==> src/sv/ellrast_pkg.sv <==
// ellrast_pkg: shared types, constants and the control store of the ellipse rasterizer.
// Holds the command and dot request formats, the control word layout and the ROM contents.
// No dependencies.
package ellrast_pkg;

    // Geometry and field widths
    localparam int RADIUS_BITS = 10;
    localparam int COORD_W     = 16;
    localparam int COLOR_W     = 16;
    localparam int SQ_W        = 2 * RADIUS_BITS;       // rx^2, ry^2
    localparam int X_W         = RADIUS_BITS + 1;       // cur_x, unsigned
    localparam int Y_W         = RADIUS_BITS + 2;       // cur_y, signed
    localparam int STEP_W      = 3 * RADIUS_BITS + 3;   // dx, dy, signed
    localparam int MUL_W       = 2 * RADIUS_BITS + 4;   // multiplier operand, signed
    localparam int DEC_W       = 2 * MUL_W;             // decision and product, signed
    localparam int PC_W        = 6;

    // Command modes
    localparam logic MODE_LOAD = 1'b0;
    localparam logic MODE_STEP = 1'b1;

    // Command request
    typedef struct packed {
        logic                   mode;
        logic [COORD_W-1:0]     center_col;
        logic [COORD_W-1:0]     center_row;
        logic [RADIUS_BITS-1:0] radius_x;
        logic [RADIUS_BITS-1:0] radius_y;
        logic [COLOR_W-1:0]     color;
    } cmd_t;

    // Dot request
    typedef struct packed {
        logic [COORD_W-1:0] dot_col;
        logic [COORD_W-1:0] dot_row;
        logic [COLOR_W-1:0] dot_color;
        logic               last_dot;
        logic               ellipse_done;
    } dot_t;

    // Control word fields
    typedef enum logic [3:0] {
        MUL_NONE,
        MUL_RXRX,
        MUL_RYRY,
        MUL_RX2_RY,
        MUL_TT,
        MUL_RY2_P,
        MUL_UU,
        MUL_RX2_P,
        MUL_RX2_RY2
    } mul_op_t;

    typedef enum logic [1:0] {
        SQ_NONE,
        SQ_RX2,
        SQ_RY2
    } sq_wr_t;

    typedef enum logic [1:0] {
        ACC_HOLD,
        ACC_LOAD,
        ACC_ADD,
        ACC_SUB
    } acc_op_t;

    typedef enum logic [2:0] {
        SRC_P,
        SRC_DX,
        SRC_DY,
        SRC_RX2,
        SRC_RY2
    } acc_src_t;

    typedef enum logic [2:0] {
        JC_NONE,
        JC_ALWAYS,
        JC_D_NEG,
        JC_D_POS,
        JC_DX_LT_DY,
        JC_R2
    } jmp_cond_t;

    // Dot order within a run: (+x,+y), (-x,+y), (+x,-y), (-x,-y)
    typedef enum logic [1:0] {
        Q_PP,
        Q_NP,
        Q_PN,
        Q_NN
    } quad_t;

    typedef struct packed {
        mul_op_t           mul;
        sq_wr_t            sq;
        acc_op_t           acc;
        acc_src_t          src;
        logic [1:0]        sh;
        logic              init_pt;
        logic              inc_x;
        logic              dec_y;
        logic              set_r2;
        logic              latch_pt;
        logic              emit;
        quad_t             quad;
        logic              fin;
        logic              chk_done;
        jmp_cond_t         cond;
        logic [PC_W-1:0]   target;
    } ucode_t;

    // Microprogram entry points
    localparam logic [PC_W-1:0] UA_LOAD   = 6'd0;
    localparam logic [PC_W-1:0] UA_LD_R2  = 6'd6;
    localparam logic [PC_W-1:0] UA_EXIT   = 6'd12;
    localparam logic [PC_W-1:0] UA_STEP   = 6'd13;
    localparam logic [PC_W-1:0] UA_R1_POS = 6'd15;
    localparam logic [PC_W-1:0] UA_R1_NEG = 6'd19;
    localparam logic [PC_W-1:0] UA_R1_CHK = 6'd21;
    localparam logic [PC_W-1:0] UA_ST_R2  = 6'd22;
    localparam logic [PC_W-1:0] UA_R2     = 6'd28;
    localparam logic [PC_W-1:0] UA_R2_POS = 6'd33;
    localparam logic [PC_W-1:0] UA_EMIT   = 6'd35;

    // Region 2 setup: d = ry2*(2x+1)^2 + 4*rx2*(y-1)^2 - 4*rx2*ry2
    function automatic ucode_t entry_word(input logic [2:0] k, input logic [PC_W-1:0] ret);
        ucode_t w;
        w = '0;
        case (k)
            3'd0: w.mul = MUL_TT;
            3'd1: w.mul = MUL_RY2_P;
            3'd2:
            begin
                w.acc = ACC_LOAD;
                w.src = SRC_P;
                w.mul = MUL_UU;
            end
            3'd3: w.mul = MUL_RX2_P;
            3'd4:
            begin
                w.acc = ACC_ADD;
                w.src = SRC_P;
                w.sh  = 2'd2;
                w.mul = MUL_RX2_RY2;
            end
            default:
            begin
                w.acc    = ACC_SUB;
                w.src    = SRC_P;
                w.sh     = 2'd2;
                w.set_r2 = 1'b1;
                w.cond   = JC_ALWAYS;
                w.target = ret;
            end
        endcase
        return w;
    endfunction

    // Control store
    function automatic ucode_t ucode_rom(input logic [PC_W-1:0] addr);
        ucode_t          w;
        logic [PC_W-1:0] off_ld;
        logic [PC_W-1:0] off_st;
        w      = '0;
        off_ld = addr - UA_LD_R2;
        off_st = addr - UA_ST_R2;
        if (addr >= UA_LD_R2 && addr < UA_EXIT)
        begin
            w = entry_word(off_ld[2:0], UA_EXIT);
        end
        else if (addr >= UA_ST_R2 && addr < UA_R2)
        begin
            w = entry_word(off_st[2:0], UA_EMIT);
        end
        else
        begin
            case (addr)
                // load: squares, start point, region 1 decision
                UA_LOAD:     w.mul = MUL_RXRX;
                UA_LOAD + PC_W'(1):
                begin
                    w.mul = MUL_RYRY;
                    w.sq  = SQ_RX2;
                end
                UA_LOAD + PC_W'(2):
                begin
                    w.sq  = SQ_RY2;
                    w.mul = MUL_RX2_RY;
                end
                UA_LOAD + PC_W'(3):
                begin
                    w.init_pt = 1'b1;
                    w.acc     = ACC_LOAD;
                    w.src     = SRC_RY2;
                    w.sh      = 2'd2;
                end
                UA_LOAD + PC_W'(4):
                begin
                    w.acc = ACC_SUB;
                    w.src = SRC_P;
                    w.sh  = 2'd2;
                end
                UA_LOAD + PC_W'(5):
                begin
                    w.acc    = ACC_ADD;
                    w.src    = SRC_RX2;
                    w.cond   = JC_DX_LT_DY;
                    w.target = UA_EXIT;
                end
                UA_EXIT:     w.fin = 1'b1;
                // step: capture point, pick region
                UA_STEP:
                begin
                    w.latch_pt = 1'b1;
                    w.cond     = JC_R2;
                    w.target   = UA_R2;
                end
                UA_STEP + PC_W'(1):
                begin
                    w.inc_x  = 1'b1;
                    w.cond   = JC_D_NEG;
                    w.target = UA_R1_NEG;
                end
                // region 1, d >= 0
                UA_R1_POS:   w.dec_y = 1'b1;
                UA_R1_POS + PC_W'(1):
                begin
                    w.acc = ACC_ADD;
                    w.src = SRC_DX;
                    w.sh  = 2'd2;
                end
                UA_R1_POS + PC_W'(2):
                begin
                    w.acc = ACC_SUB;
                    w.src = SRC_DY;
                    w.sh  = 2'd2;
                end
                UA_R1_POS + PC_W'(3):
                begin
                    w.acc    = ACC_ADD;
                    w.src    = SRC_RY2;
                    w.sh     = 2'd2;
                    w.cond   = JC_ALWAYS;
                    w.target = UA_R1_CHK;
                end
                // region 1, d < 0
                UA_R1_NEG:
                begin
                    w.acc = ACC_ADD;
                    w.src = SRC_DX;
                    w.sh  = 2'd2;
                end
                UA_R1_NEG + PC_W'(1):
                begin
                    w.acc = ACC_ADD;
                    w.src = SRC_RY2;
                    w.sh  = 2'd2;
                end
                UA_R1_CHK:
                begin
                    w.cond   = JC_DX_LT_DY;
                    w.target = UA_EMIT;
                end
                // region 2, d <= 0
                UA_R2:
                begin
                    w.dec_y  = 1'b1;
                    w.cond   = JC_D_POS;
                    w.target = UA_R2_POS;
                end
                UA_R2 + PC_W'(1):   w.inc_x = 1'b1;
                UA_R2 + PC_W'(2):
                begin
                    w.acc = ACC_ADD;
                    w.src = SRC_DX;
                    w.sh  = 2'd2;
                end
                UA_R2 + PC_W'(3):
                begin
                    w.acc = ACC_SUB;
                    w.src = SRC_DY;
                    w.sh  = 2'd2;
                end
                UA_R2 + PC_W'(4):
                begin
                    w.acc    = ACC_ADD;
                    w.src    = SRC_RX2;
                    w.sh     = 2'd2;
                    w.cond   = JC_ALWAYS;
                    w.target = UA_EMIT;
                end
                // region 2, d > 0
                UA_R2_POS:
                begin
                    w.acc = ACC_ADD;
                    w.src = SRC_RX2;
                    w.sh  = 2'd2;
                end
                UA_R2_POS + PC_W'(1):
                begin
                    w.acc = ACC_SUB;
                    w.src = SRC_DY;
                    w.sh  = 2'd2;
                end
                // four symmetric dots
                UA_EMIT:
                begin
                    w.emit = 1'b1;
                    w.quad = Q_PP;
                end
                UA_EMIT + PC_W'(1):
                begin
                    w.emit = 1'b1;
                    w.quad = Q_NP;
                end
                UA_EMIT + PC_W'(2):
                begin
                    w.emit = 1'b1;
                    w.quad = Q_PN;
                end
                UA_EMIT + PC_W'(3):
                begin
                    w.emit     = 1'b1;
                    w.quad     = Q_NN;
                    w.chk_done = 1'b1;
                    w.fin      = 1'b1;
                end
                default:     w.fin = 1'b1;
            endcase
        end
        return w;
    endfunction

endpackage

==> src/sv/ellipse_rasterizer.sv <==
// ellipse_rasterizer: midpoint ellipse rasterizer driven by a microcoded sequencer.
// Depends on ellrast_pkg (request types, widths, control store).

// A load command latches center, radii and color and sets up region 1, or region 2 at
// once when a radius is zero; it produces no dots and holds off commands until done.
// Each step command produces four dots, (+x,+y), (-x,+y), (+x,-y), (-x,-y), with
// last_dot on the fourth and ellipse_done on all four of the final run. How long a
// step runs depends on its region and branch and on the dot port; the microprogram
// issues one operation per control word to a single multiplier and one 48-bit
// accumulator, then one dot per cycle through the output register while dot_stall
// is low. A step with no ellipse in progress is accepted and produces nothing. A load
// while an ellipse is running abandons it.
module ellipse_rasterizer
    import ellrast_pkg::*;
(
    input  logic clk,
    input  logic rst_n,
    input  logic cmd_valid,
    output logic cmd_stall,
    input  cmd_t cmd,
    output logic dot_valid,
    input  logic dot_stall,
    output dot_t dot
);

    // Control registers
    logic [PC_W-1:0] pc_reg, pc_next;
    logic            run_reg, run_next;
    logic            busy_reg, busy_next;
    logic            r2_reg, r2_next;
    logic            dot_valid_reg, dot_valid_next;

    // Datapath registers
    logic [RADIUS_BITS-1:0]  rx_reg, rx_next;
    logic [RADIUS_BITS-1:0]  ry_reg, ry_next;
    logic [SQ_W-1:0]         rx2_reg, rx2_next;
    logic [SQ_W-1:0]         ry2_reg, ry2_next;
    logic signed [DEC_W-1:0] p_reg, p_next;
    logic signed [DEC_W-1:0] dec_reg, dec_next;
    logic signed [STEP_W-1:0] dx_reg, dx_next;
    logic signed [STEP_W-1:0] dy_reg, dy_next;
    logic [X_W-1:0]          x_reg, x_next;
    logic signed [Y_W-1:0]   y_reg, y_next;
    logic [X_W-1:0]          px_reg, px_next;
    logic [Y_W-2:0]          py_reg, py_next;
    logic [COORD_W-1:0]      ccol_reg, ccol_next;
    logic [COORD_W-1:0]      crow_reg, crow_next;
    logic [COLOR_W-1:0]      color_reg, color_next;
    dot_t                    dot_reg, dot_next;

    ucode_t                  cw;
    logic                    cmd_accept;
    logic                    slot_free;
    logic                    adv;
    logic                    taken;
    logic signed [MUL_W-1:0] mul_a, mul_b;
    logic signed [DEC_W-1:0] mul_prod;
    logic signed [DEC_W-1:0] acc_src_val, acc_term;
    logic signed [Y_W:0]     u_val;
    logic [COORD_W-1:0]      px_ext, py_ext;

    assign cw         = ucode_rom(pc_reg);
    assign cmd_stall  = run_reg;
    assign cmd_accept = cmd_valid && !run_reg;
    assign slot_free  = !dot_valid_reg || !dot_stall;
    // an emit word holds until the output register can take the dot
    assign adv        = run_reg && !(cw.emit && !slot_free);

    assign dot_valid  = dot_valid_reg;
    assign dot        = dot_reg;

    // Multiplier operand select
    assign u_val = {y_reg[Y_W-1], y_reg} - (Y_W+1)'(1);

    always_comb
    begin
        mul_a = '0;
        mul_b = '0;
        case (cw.mul)
            MUL_RXRX:
            begin
                mul_a = MUL_W'(rx_reg);
                mul_b = MUL_W'(rx_reg);
            end
            MUL_RYRY:
            begin
                mul_a = MUL_W'(ry_reg);
                mul_b = MUL_W'(ry_reg);
            end
            MUL_RX2_RY:
            begin
                mul_a = MUL_W'(rx2_reg);
                mul_b = MUL_W'(ry_reg);
            end
            MUL_TT:
            begin
                mul_a = MUL_W'({x_reg, 1'b1});
                mul_b = MUL_W'({x_reg, 1'b1});
            end
            MUL_RY2_P:
            begin
                mul_a = MUL_W'(ry2_reg);
                mul_b = p_reg[MUL_W-1:0];
            end
            MUL_UU:
            begin
                mul_a = MUL_W'(u_val);
                mul_b = MUL_W'(u_val);
            end
            MUL_RX2_P:
            begin
                mul_a = MUL_W'(rx2_reg);
                mul_b = p_reg[MUL_W-1:0];
            end
            MUL_RX2_RY2:
            begin
                mul_a = MUL_W'(rx2_reg);
                mul_b = MUL_W'(ry2_reg);
            end
            default:
            begin
                mul_a = '0;
                mul_b = '0;
            end
        endcase
    end

    assign mul_prod = mul_a * mul_b;

    // Accumulator operand select and scaling
    always_comb
    begin
        case (cw.src)
            SRC_P:   acc_src_val = p_reg;
            SRC_DX:  acc_src_val = DEC_W'(dx_reg);
            SRC_DY:  acc_src_val = DEC_W'(dy_reg);
            SRC_RX2: acc_src_val = DEC_W'(rx2_reg);
            SRC_RY2: acc_src_val = DEC_W'(ry2_reg);
            default: acc_src_val = '0;
        endcase
    end

    assign acc_term = acc_src_val <<< cw.sh;

    // Branch condition
    always_comb
    begin
        case (cw.cond)
            JC_ALWAYS:   taken = 1'b1;
            JC_D_NEG:    taken = dec_reg < 0;
            JC_D_POS:    taken = dec_reg > 0;
            JC_DX_LT_DY: taken = dx_reg < dy_reg;
            JC_R2:       taken = r2_reg;
            default:     taken = 1'b0;
        endcase
    end

    assign px_ext = COORD_W'(px_reg);
    assign py_ext = COORD_W'(py_reg);

    // Next-state logic: dispatch, microcode execution, dot output
    always_comb
    begin
        pc_next        = pc_reg;
        run_next       = run_reg;
        busy_next      = busy_reg;
        r2_next        = r2_reg;
        dot_valid_next = dot_valid_reg;
        rx_next        = rx_reg;
        ry_next        = ry_reg;
        rx2_next       = rx2_reg;
        ry2_next       = ry2_reg;
        p_next         = p_reg;
        dec_next       = dec_reg;
        dx_next        = dx_reg;
        dy_next        = dy_reg;
        x_next         = x_reg;
        y_next         = y_reg;
        px_next        = px_reg;
        py_next        = py_reg;
        ccol_next      = ccol_reg;
        crow_next      = crow_reg;
        color_next     = color_reg;
        dot_next       = dot_reg;

        // output register drains when taken
        if (dot_valid_reg && !dot_stall)
        begin
            dot_valid_next = 1'b0;
        end

        // command dispatch while idle
        if (cmd_accept)
        begin
            if (cmd.mode == MODE_LOAD)
            begin
                ccol_next  = cmd.center_col;
                crow_next  = cmd.center_row;
                color_next = cmd.color;
                rx_next    = cmd.radius_x;
                ry_next    = cmd.radius_y;
                busy_next  = 1'b1;
                run_next   = 1'b1;
                pc_next    = UA_LOAD;
            end
            else if (busy_reg)
            begin
                run_next = 1'b1;
                pc_next  = UA_STEP;
            end
        end

        // execute one control word
        if (adv)
        begin
            if (cw.mul != MUL_NONE)
            begin
                p_next = mul_prod;
            end

            case (cw.sq)
                SQ_RX2:  rx2_next = p_reg[SQ_W-1:0];
                SQ_RY2:  ry2_next = p_reg[SQ_W-1:0];
                default: ;
            endcase

            case (cw.acc)
                ACC_LOAD: dec_next = acc_term;
                ACC_ADD:  dec_next = dec_reg + acc_term;
                ACC_SUB:  dec_next = dec_reg - acc_term;
                default:  ;
            endcase

            if (cw.init_pt)
            begin
                x_next  = '0;
                y_next  = Y_W'(ry_reg);
                dx_next = '0;
                dy_next = STEP_W'(p_reg <<< 1);
                r2_next = 1'b0;
            end
            if (cw.inc_x)
            begin
                x_next  = x_reg + X_W'(1);
                dx_next = dx_reg + (STEP_W'(ry2_reg) << 1);
            end
            if (cw.dec_y)
            begin
                y_next  = y_reg - Y_W'(1);
                dy_next = dy_reg - (STEP_W'(rx2_reg) << 1);
            end
            if (cw.set_r2)
            begin
                r2_next = 1'b1;
            end
            if (cw.latch_pt)
            begin
                px_next = x_reg;
                py_next = y_reg[Y_W-2:0];
            end

            // dot build: bit 0 of the quadrant negates x, bit 1 negates y
            if (cw.emit)
            begin
                dot_valid_next         = 1'b1;
                dot_next.dot_color     = color_reg;
                dot_next.last_dot      = (cw.quad == Q_NN);
                dot_next.ellipse_done  = y_reg[Y_W-1];
                case (cw.quad)
                    Q_PP:
                    begin
                        dot_next.dot_col = ccol_reg + px_ext;
                        dot_next.dot_row = crow_reg + py_ext;
                    end
                    Q_NP:
                    begin
                        dot_next.dot_col = ccol_reg - px_ext;
                        dot_next.dot_row = crow_reg + py_ext;
                    end
                    Q_PN:
                    begin
                        dot_next.dot_col = ccol_reg + px_ext;
                        dot_next.dot_row = crow_reg - py_ext;
                    end
                    default:
                    begin
                        dot_next.dot_col = ccol_reg - px_ext;
                        dot_next.dot_row = crow_reg - py_ext;
                    end
                endcase
            end

            if (cw.chk_done)
            begin
                busy_next = !y_reg[Y_W-1];
            end

            // sequencing
            if (cw.fin)
            begin
                run_next = 1'b0;
            end
            else if (taken)
            begin
                pc_next = cw.target;
            end
            else
            begin
                pc_next = pc_reg + PC_W'(1);
            end
        end
    end

    // Control state
    always_ff @(posedge clk or negedge rst_n)
    begin
        if (!rst_n)
        begin
            pc_reg        <= '0;
            run_reg       <= 1'b0;
            busy_reg      <= 1'b0;
            r2_reg        <= 1'b0;
            dot_valid_reg <= 1'b0;
        end
        else
        begin
            pc_reg        <= pc_next;
            run_reg       <= run_next;
            busy_reg      <= busy_next;
            r2_reg        <= r2_next;
            dot_valid_reg <= dot_valid_next;
        end
    end

    // Datapath and dot payload
    always_ff @(posedge clk)
    begin
        rx_reg    <= rx_next;
        ry_reg    <= ry_next;
        rx2_reg   <= rx2_next;
        ry2_reg   <= ry2_next;
        p_reg     <= p_next;
        dec_reg   <= dec_next;
        dx_reg    <= dx_next;
        dy_reg    <= dy_next;
        x_reg     <= x_next;
        y_reg     <= y_next;
        px_reg    <= px_next;
        py_reg    <= py_next;
        ccol_reg  <= ccol_next;
        crow_reg  <= crow_next;
        color_reg <= color_next;
        dot_reg   <= dot_next;
    end

endmodule

==> config.mk <==
export PLATFORM = sky130hd
export DESIGN_NAME = ellipse_rasterizer
export DESIGN_NICKNAME = d
export VERILOG_FILES = /design/src/sv/ellrast_pkg.sv /design/src/sv/ellipse_rasterizer.sv
export SDC_FILE = /design/constraint.sdc
export NUM_CORES = 2
export LEC_CHECK = 0
export ABC_AREA = 1
export BUFFER_PORTS_ARGS = -buffer_cell sky130_fd_sc_hd__buf_2
export CAP_MARGIN = 25
export CORE_MARGIN = 2
export CORE_UTILIZATION = 65
export DETAILED_ROUTE_END_ITERATION = 10
export HOLD_SLACK_MARGIN = 0.12
export PLACE_DENSITY = 0.83
export SYNTH_ARGS = -nofsm -noshare
export SYNTH_HDL_FRONTEND = slang
export SYNTH_SLANG_ARGS = --single-unit
==> constraint.sdc <==
create_clock -name clk -period 9.6 [get_ports clk]
set_input_delay 1.92 -clock clk [delete_from_list [all_inputs] [get_ports clk]]
set_output_delay 1.92 -clock clk [all_outputs]
set_load 0.01 [all_outputs]
==> results.cfg <==
[final_layout]
final_layout_size_suffix_gt1_share_pct = 9.25
fin_nets = 6659
largest_register_ff_count = 50
area_delta_synth_final_pct = 8.65

[run]
max-cap-violations = 0

[placement]
dp_hpwl_um = 113000
portBuffers = 124
place.gp.congestion = 1.03

[global_routing]
antenna_violations_before_repair = 1
grt_overflow_total = 0
grt_use_total_pct = 37.8
grt_first_pass_wirelength_um = 216000
grt_max_degree = 78
first_global_vias = 39500

[worst_setup_path]
crit_top_cell = sky130_fd_sc_hd__inv_1
setup.worst_path.end_class = flop
timing.setup.critical_path_class = reg2reg
crit_arrival_ns = 9.54
path_delay_family = adder cells
required_time_worst_endpoint_ns = 9.94
cp.buffers_inverters = 18
start_kind = flop
slowest_delay_ns = 0.53
worst_path_max_delay_cell = sky130_fd_sc_hd__fa_1
crit_fanout = 13

[sta]
worst_slew_margin_rel_pct = 30.4
timing.fmax_mhz = 109
fin_skew_ns = 0.0360
timing_max_transition_violations_final = 0
tns_ns = 0
setup_viol_count_final = 0
worstMarginPinSlew_ns = 1.04
min_period_over_period_pct = 95.8
period_minus_slack_ns = 9.20
hold_viol = 0

[floorplan]
area_enclosed_by_the_die_boundary_um2 = 72700
core_region_area_um2 = 69900
rows = 97
initial_core_util_pct = 65.6
dieHeight_um = 270
horizontal_die_dimension_um = 270
io-pin-count = 125

[detailed_routing]
wirelength_um = 137000
drt_pre_antenna_iters = 6
avgViaCountPerCell = 5.87
drc = 0
antenna_viol_nets_final = 0
drt-initial-drc-count = 4390
via_count = 39300
detail_route.wl_per_cell_um = 20.4

[synth]
yosysMostFrequentCell = sky130_fd_sc_hd__nand2_1
average_cell_area_after_synthesis_um2 = 8.28
largest_cells_by_area_after_synthesis = sky130_fd_sc_hd__fa_1 25%, sky130_fd_sc_hd__edfxtp_1 24%, sky130_fd_sc_hd__nand2_1 10%, sky130_fd_sc_hd__inv_1 8.9%, sky130_fd_sc_hd__ha_1 8.2%
mappedNetlistNets = 6475
synth.ff_latch_count = 373
yosysWarnings = 0
post-synth-top-area-cell = sky130_fd_sc_hd__fa_1
async_reset_ff_share_pct = 2.68
synthesis.area_um2 = 45900
synth_top_flop_cell = sky130_fd_sc_hd__edfxtp_1
synth_sequential_area_ratio_pct = 24.3
synth-edff-count = 363
postSynthCellCount = 5537
synth_top_cells_by_count = 1232 x sky130_fd_sc_hd__nand2_1, 1087 x sky130_fd_sc_hd__inv_1, 565 x sky130_fd_sc_hd__fa_1
post_synth_num_cell_types = 67
synth_top_cell_area_share_pct = 24.7

[clocking]
tritoncts.num_buffers = 40
cts_htree_levels = 2
clk_root_buffer_cell = sky130_fd_sc_hd__clkbuf_16
cts.path.max_buffers = 3
clock_tree_from_tritoncts = done
tritoncts_num_sinks = 373
clkTransAtPathRegs_ns = 0.07
clock_insertion_delay_worst_skew_ns = 0.60
cts_hold_buffers = 0

[worst_hold_path]
worst_hold_path_type = reg2reg

[status]
outcome = completed
==> cells by family after synthesis <==
family          count (synthesis)  synth area share (%)
flops                         373                  24.3
compound gates                707                  8.82
fa+ha+maj                     865                  32.9
xor+xnor                      175                  3.36
buf+inv                      1284                  10.9
simple gates                 2133                  19.7
==> final cells by class <==
| type | count | area [µm²] |
|---|---|---|
| Multi-Input combinational cell | 3880 | 29900 |
| Clock buffer | 44 | 1020 |
| Inverter | 1138 | 4290 |
| Fill cell | 5517 | 20100 |
| Clock inverter | 29 | 343 |
| Sequential cell | 373 | 11200 |
| Timing Repair Buffer | 288 | 1900 |
| Antenna cell | 1 | 2.50 |
| Tap cell | 940 | 1180 |
==> worst paths after layout <==
check	from	to	slack, ns	cells after the start
worst max-delay path	pc_reg[1]	p_reg[46]	0.40	45
worst min-delay path	color_reg[4]	dot[6]	0.42	0
worst max register to register	pc_reg[1]	p_reg[46]	0.40	45
worst min register to register	color_reg[4]	dot[6]	0.42	0
max in group asynchronous	rst_n	pc_reg[4]	8.20	1
min in group asynchronous	rst_n	pc_reg[5]	1.18	1
==> what timing repair did <==
action | CTS | global route
setup endpoints to repair | 2 | 23
pin swaps | 0 | 6
resized for setup | 3 | 47
buffers inserted | 0 | 10
==> layout by cell type, fill, tap and decap left out, types with 93 or more instances in the layout <==
| master | Yosys | routed |
|---|---|---|
| sky130_fd_sc_hd__a21oi_1 | 261 | 253 |
| sky130_fd_sc_hd__buf_2 | 61 | 124 |
| sky130_fd_sc_hd__buf_4 | 8 | 160 |
| sky130_fd_sc_hd__edfxtp_1 | 363 | 363 |
| sky130_fd_sc_hd__fa_1 | 565 | 565 |
| sky130_fd_sc_hd__ha_1 | 300 | 299 |
| sky130_fd_sc_hd__inv_1 | 1087 | 1082 |
| sky130_fd_sc_hd__nand2_1 | 1232 | 1230 |
| sky130_fd_sc_hd__nand3_1 | 207 | 206 |
| sky130_fd_sc_hd__nand4_1 | 93 | 93 |
| sky130_fd_sc_hd__nor2_1 | 432 | 425 |
| sky130_fd_sc_hd__o21ai_0 | 248 | 241 |
| sky130_fd_sc_hd__xor2_1 | 117 | 117 |
==> stage by stage <==
step                      area (µm²)  hold WS, ns  setup WS, ns  instances  util [%]
after floorplan                45900        0.400         0.864       5537         -
after global placement         48100        0.400       0.00322       6604      68.8
after detailed placement       48200        0.406       -0.0434       6606      68.9
after CTS                      49500        0.421       0.00202       6679      70.8
after global routing           49800        0.423       -0.0565       6693      71.3
final                          49800        0.420         0.402       6693      71.3
==> metal layers <==
metal,wire length (µm),part of all wire [%],global-route usage (%)
met1,54300,40,50.9
met2,63200,46,61.5
met3,13000,9.5,5.98
met4,6190,4.5,15.3
met5,0,0,0
Power is not shown: default switching activity piles up to over one toggle a cycle in this logic, so the estimate is an artifact.
